[src/design/qte_pkg.sv]
// Shared constants and the arctangent table for the quaternion to Euler angle block.
`default_nettype none
package qte_pkg;

    localparam int COMPONENT_WIDTH_DEF = 16;
    localparam int ANGLE_STAGES_DEF    = 16;
    localparam int ATAN_LEN            = 24;
    localparam int ZW                  = 27;
    localparam int ROLL_LIMIT          = 23040;
    localparam int PITCH_LIMIT         = 11520;
    localparam int DEG180              = 180 * 65536;
    localparam int QUEUE_DEPTH         = 4;

    // Angle of atan(2^-i) in degrees times 65536, rounded to nearest.
    function automatic logic signed [ZW-1:0] atan_deg(input int i);
        logic signed [ZW-1:0] v;
        case (i)
            0:       v = 27'sd2949120;
            1:       v = 27'sd1740967;
            2:       v = 27'sd919879;
            3:       v = 27'sd466945;
            4:       v = 27'sd234379;
            5:       v = 27'sd117304;
            6:       v = 27'sd58666;
            7:       v = 27'sd29335;
            8:       v = 27'sd14668;
            9:       v = 27'sd7334;
            10:      v = 27'sd3667;
            11:      v = 27'sd1833;
            12:      v = 27'sd917;
            13:      v = 27'sd458;
            14:      v = 27'sd229;
            15:      v = 27'sd115;
            16:      v = 27'sd57;
            17:      v = 27'sd29;
            18:      v = 27'sd14;
            19:      v = 27'sd7;
            20:      v = 27'sd4;
            21:      v = 27'sd2;
            22:      v = 27'sd1;
            default: v = 27'sd0;
        endcase
        return v;
    endfunction

endpackage
`default_nettype wire

[src/design/qte_queue.sv]
// Short register queue that decouples the front end from the angle pipeline.
`default_nettype none
module qte_queue import qte_pkg::*; #(
    parameter int WIDTH = 8,
    parameter int DEPTH = QUEUE_DEPTH
) (
    input  wire logic             i_clk,
    input  wire logic             i_rst_n,
    input  wire logic             i_push,
    input  wire logic [WIDTH-1:0] i_data,
    output logic                  o_full,
    input  wire logic             i_pop,
    output logic [WIDTH-1:0]      o_data,
    output logic                  o_empty
);
    localparam int AW = (DEPTH > 1) ? $clog2(DEPTH) : 1;
    localparam int CNTW = $clog2(DEPTH + 1);

    logic [WIDTH-1:0] r_mem [DEPTH];
    logic [AW-1:0]    r_wr, r_rd;
    logic [CNTW-1:0]  r_count;

    assign o_full  = (r_count == CNTW'(DEPTH));
    assign o_empty = (r_count == '0);
    assign o_data  = r_mem[r_rd];

    // Pointers and fill count.
    always_ff @(posedge i_clk) begin
        if (!i_rst_n) begin
            r_wr    <= '0;
            r_rd    <= '0;
            r_count <= '0;
        end else begin
            if (i_push) r_wr <= (r_wr == AW'(DEPTH - 1)) ? '0 : r_wr + AW'(1);
            if (i_pop)  r_rd <= (r_rd == AW'(DEPTH - 1)) ? '0 : r_rd + AW'(1);
            r_count <= r_count + CNTW'(i_push) - CNTW'(i_pop);
        end
    end

    always_ff @(posedge i_clk) begin
        if (i_push) r_mem[r_wr] <= i_data;
    end

    a_bound: assert property (@(posedge i_clk) disable iff (!i_rst_n)
        r_count <= CNTW'(DEPTH))
        else $error("queue count beyond depth");

    a_count: assert property (@(posedge i_clk) disable iff (!i_rst_n)
        i_push && !i_pop |=> r_count == $past(r_count) + CNTW'(1))
        else $error("queue count did not follow a push");

endmodule
`default_nettype wire

[config.mk]
export PLATFORM = sky130hd
export DESIGN_NAME = qte_queue
export DESIGN_NICKNAME = d
export VERILOG_FILES = /design/src/design/qte_pkg.sv /design/src/design/qte_queue.sv
export SDC_FILE = /design/constraint.sdc
export NUM_CORES = 1
export LEC_CHECK = 0
export BUFFER_PORTS_ARGS = -buffer_cell sky130_fd_sc_hd__buf_2
export CAP_MARGIN = 0
export CELL_PAD_IN_SITES_DETAIL_PLACEMENT = 1
export CELL_PAD_IN_SITES_GLOBAL_PLACEMENT = 2
export CORE_MARGIN = 2
export CORE_UTILIZATION = 44
export DETAILED_ROUTE_END_ITERATION = 10
export HOLD_SLACK_MARGIN = 0.12
export PLACE_DENSITY_LB_ADDON = 0.1
export RECOVER_POWER = 25
export REMOVE_ABC_BUFFERS = 1
export SETUP_SLACK_MARGIN = 0.2
export SLEW_MARGIN = 15
export SYNTH_ARGS = -nofsm -noshare
export SYNTH_HDL_FRONTEND = slang
export SYNTH_SLANG_ARGS = --single-unit
[constraint.sdc]
create_clock -name i_clk -period 3.8 [get_ports i_clk]
set_clock_uncertainty 0.05 [all_clocks]
set_input_delay 0.19 -clock i_clk [delete_from_list [all_inputs] [get_ports i_clk]]
set_output_delay 0.19 -clock i_clk [all_outputs]
set_load 0.1 [all_outputs]
==> run metrics <==
Mapped Area 1620 um^2; WP data arrival 1810 ps; simple-gate share of the synthesized area 5.58%; Internal Power 797 uW; unrepaired setup endpoints after global routing no; Worst EP required 3560 ps; Worst VDD drop 0.409 mV; Slew Viols, Final 0; sequential share of power 46.4%; Fmax 487 MHz; first-pass GRT wire length 4360 um; routed length per placed instance 15.8 um; DR vias 821; Syn Inst Count 86; layout cells sized above 1 25.4%; vias in the first global route 914; Worst R2R Setup Slack 2180 ps; met1 wire length 1060 um; Async SR Flop Fraction 0%; placed cell area 1760 um^2; Period minus WS final 2050 ps; CP max FO 8; Yosys reg bits 41; final hold vios 0; port buffer count 21; net switching power 346 uW; Layout area overhead 21.6%; effective utilization at floorplan 44.8%; DR vias/cell 4.83; number of enable flip-flop cells after synthesis 32; Clock Sinks 41; WHS 199 ps; Routed WL 2690 um; Root Buffer clkbuf_8; Comb pwr share 22.6%; initial antenna violation count 0; Final WS setup 1750 ps; CTS tree yes; Max-slew headroom 64.5%; # fillers 353; Synth Warn # 0; initial DRC count 63; Final #Nets 141; largest net degree at the start of global routing 13; Remaining Overflow, GRT 0; Seq/Total Area, Yosys 70.6%; Antenna diodes 0; Tot Pwr 1.14 mW; drt pass-1 iters 4; area of the die 4170 um^2; Max clock buf depth 2; met3 WL 102 um; Die H 64.6 um; final setup fails 0; average cell area after synthesis 18.8 um^2; Design Area, Final 1960 um^2; DP HPWL 1810 um; Final ANT Viol Nets 0; Clock Latency Late Sink 280 ps; met2 routed WL 1490 um; top sig layer met4; routability cong. 0.691; TritonCTS Buffers 5; worst slew pin tran 532 ps; CTS clk-pin slew, worst paths 70 ps; outcome finished clean; final routed DRC violation total 0; crit end category output pin; Pleak 0.734 nW; core area 3610 um^2; Clock H-tree levels 2; top_reg_cell synth edfxtp_1; num rows 22; I/O pin count 22; Sw Ratio 30.2%; clock network power share 30.9%; critical path class flop to output pin; Max Cap Violations 0; hold crit path type primary input to flop; CP Launch Type flop; count of cell types in the netlist 17; pwr/cell area 582 nW/um^2; Sum Neg Setup Slack 0 ps; Post-Synth XOR/XNOR Area 1.47%; Synth Area in Compound Gates 0.620%; largest family of logic cells by synthesized area multiplexers; pre-CTS WS 2000 ps; die width 64.6 um; period utilization 54.0%; total track usage 14.7%; proportion of synthesized area in mux cells 12.4%; Synth Area in Adders 6.66%
==> kinds of logic (layout without fill, tap and decap cells) <==
group / after synthesis / count (layout)
flops: 41 / 41
xor+xnor: 1 / 1
compound gates: 2 / 2
fa+ha+maj: 8 / 8
simple gates: 15 / 15
mux: 10 / 10
buf+inv: 9 / 45
==> per-layer routing <==
layer | vias to the layer above | track usage, %
met4 | 0 | 5.05
met2 | 21 | 27.1
li1 | 388 | -
met1 | 408 | 16.1
met5 | - | 0
met3 | 4 | 4.17
==> worst max-delay path, stage by stage, from the launching register on <==
cell and delay, ps:
dfxtp_1 660, mux4_2 570, buf_2 300
==> cell usage after synthesis, types with 2 or more instances <==
| cell type | n | area share, % |
|---|---|---|
| edfxtp_1 | 32 | 59 |
| ha_1 | 7 | 5.4 |
| a21oi_1 | 2 | 0.62 |
| mux2i_1 | 2 | 1.2 |
| dfxtp_1 | 9 | 11 |
| inv_1 | 7 | 1.6 |
| nor2_1 | 3 | 0.70 |
| nand2b_1 | 2 | 0.77 |
| mux4_2 | 8 | 11 |
| and2_1 | 6 | 2.3 |
| or3b_1 | 2 | 1.1 |
==> layout by cell type, fill, tap and decap left out, types with 2 or more instances in the layout <==
| master | n |
|---|---|
| dfxtp_1 | 9 |
| nor2_1 | 3 |
| clkbuf_1 | 6 |
| mux4_2 | 8 |
| buf_2 | 16 |
| mux2i_1 | 2 |
| clkbuf_8 | 6 |
| or3b_1 | 2 |
| and2_1 | 6 |
| ha_1 | 7 |
| dlygate4sd3_1 | 9 |
| edfxtp_1 | 32 |
| inv_1 | 7 |
| a21oi_1 | 2 |
| nand2b_1 | 2 |
==> final timing paths <==
kind,start,to,depth (start not counted)
worst min-delay path,i_pop,r_rd[1],3
worst max register to register,r_count[0],r_count[2],7
worst min register to register,r_rd[1],r_rd[1],2
worst max-delay path,flop,o_data[1],2
==> power groups by stage <==
stage	registers (mW)	logic, mW	clock network, mW
2_1_floorplan	0.535	0.216	0
3_5_place_dp	0.541	0.255	0
6_report	0.531	0.259	0.354
4_1_cts	0.532	0.263	0.364
5_1_grt	0.534	0.274	0.375
3_3_place_gp	0.540	0.250	0
==> flip-flops by register name (all words and copies together) (netlist names), named ones only <==
signal,cells
r_mem,32
r_wr,2
r_rd,2
r_count,3
==> area by class of cell <==
| class | instances | area (um^2) | share of cell area [%] |
|---|---|---|---|
| multi-input combinational | 36 | 432 | 22.0 |
| tap | 48 | 60.1 | 3.06 |
| inverter | 7 | 26.3 | 1.34 |
| sequential | 41 | 1140 | 58.1 |
| clock buffer | 7 | 86.3 | 4.39 |
| timing repair buffer | 30 | 189 | 9.62 |
| clock inverter | 1 | 30.0 | 1.53 |
==> repair_timing <==
item,in CTS,in global routing
hold buffers,9,0
buffers inserted,0,0
gates resized for setup,0,0
endpoints found under the hold margin,34,0
==> per-stage QoR <==
step / instances / util [%]
after global routing: 170 / 54.5
after floorplan: 84 / -
after CTS: 170 / 54.6
after detailed placement: 153 / 48.9
after global placement: 153 / 48.9
final: 170 / 54.5
Note: power is estimated with default switching activity, not from simulation.
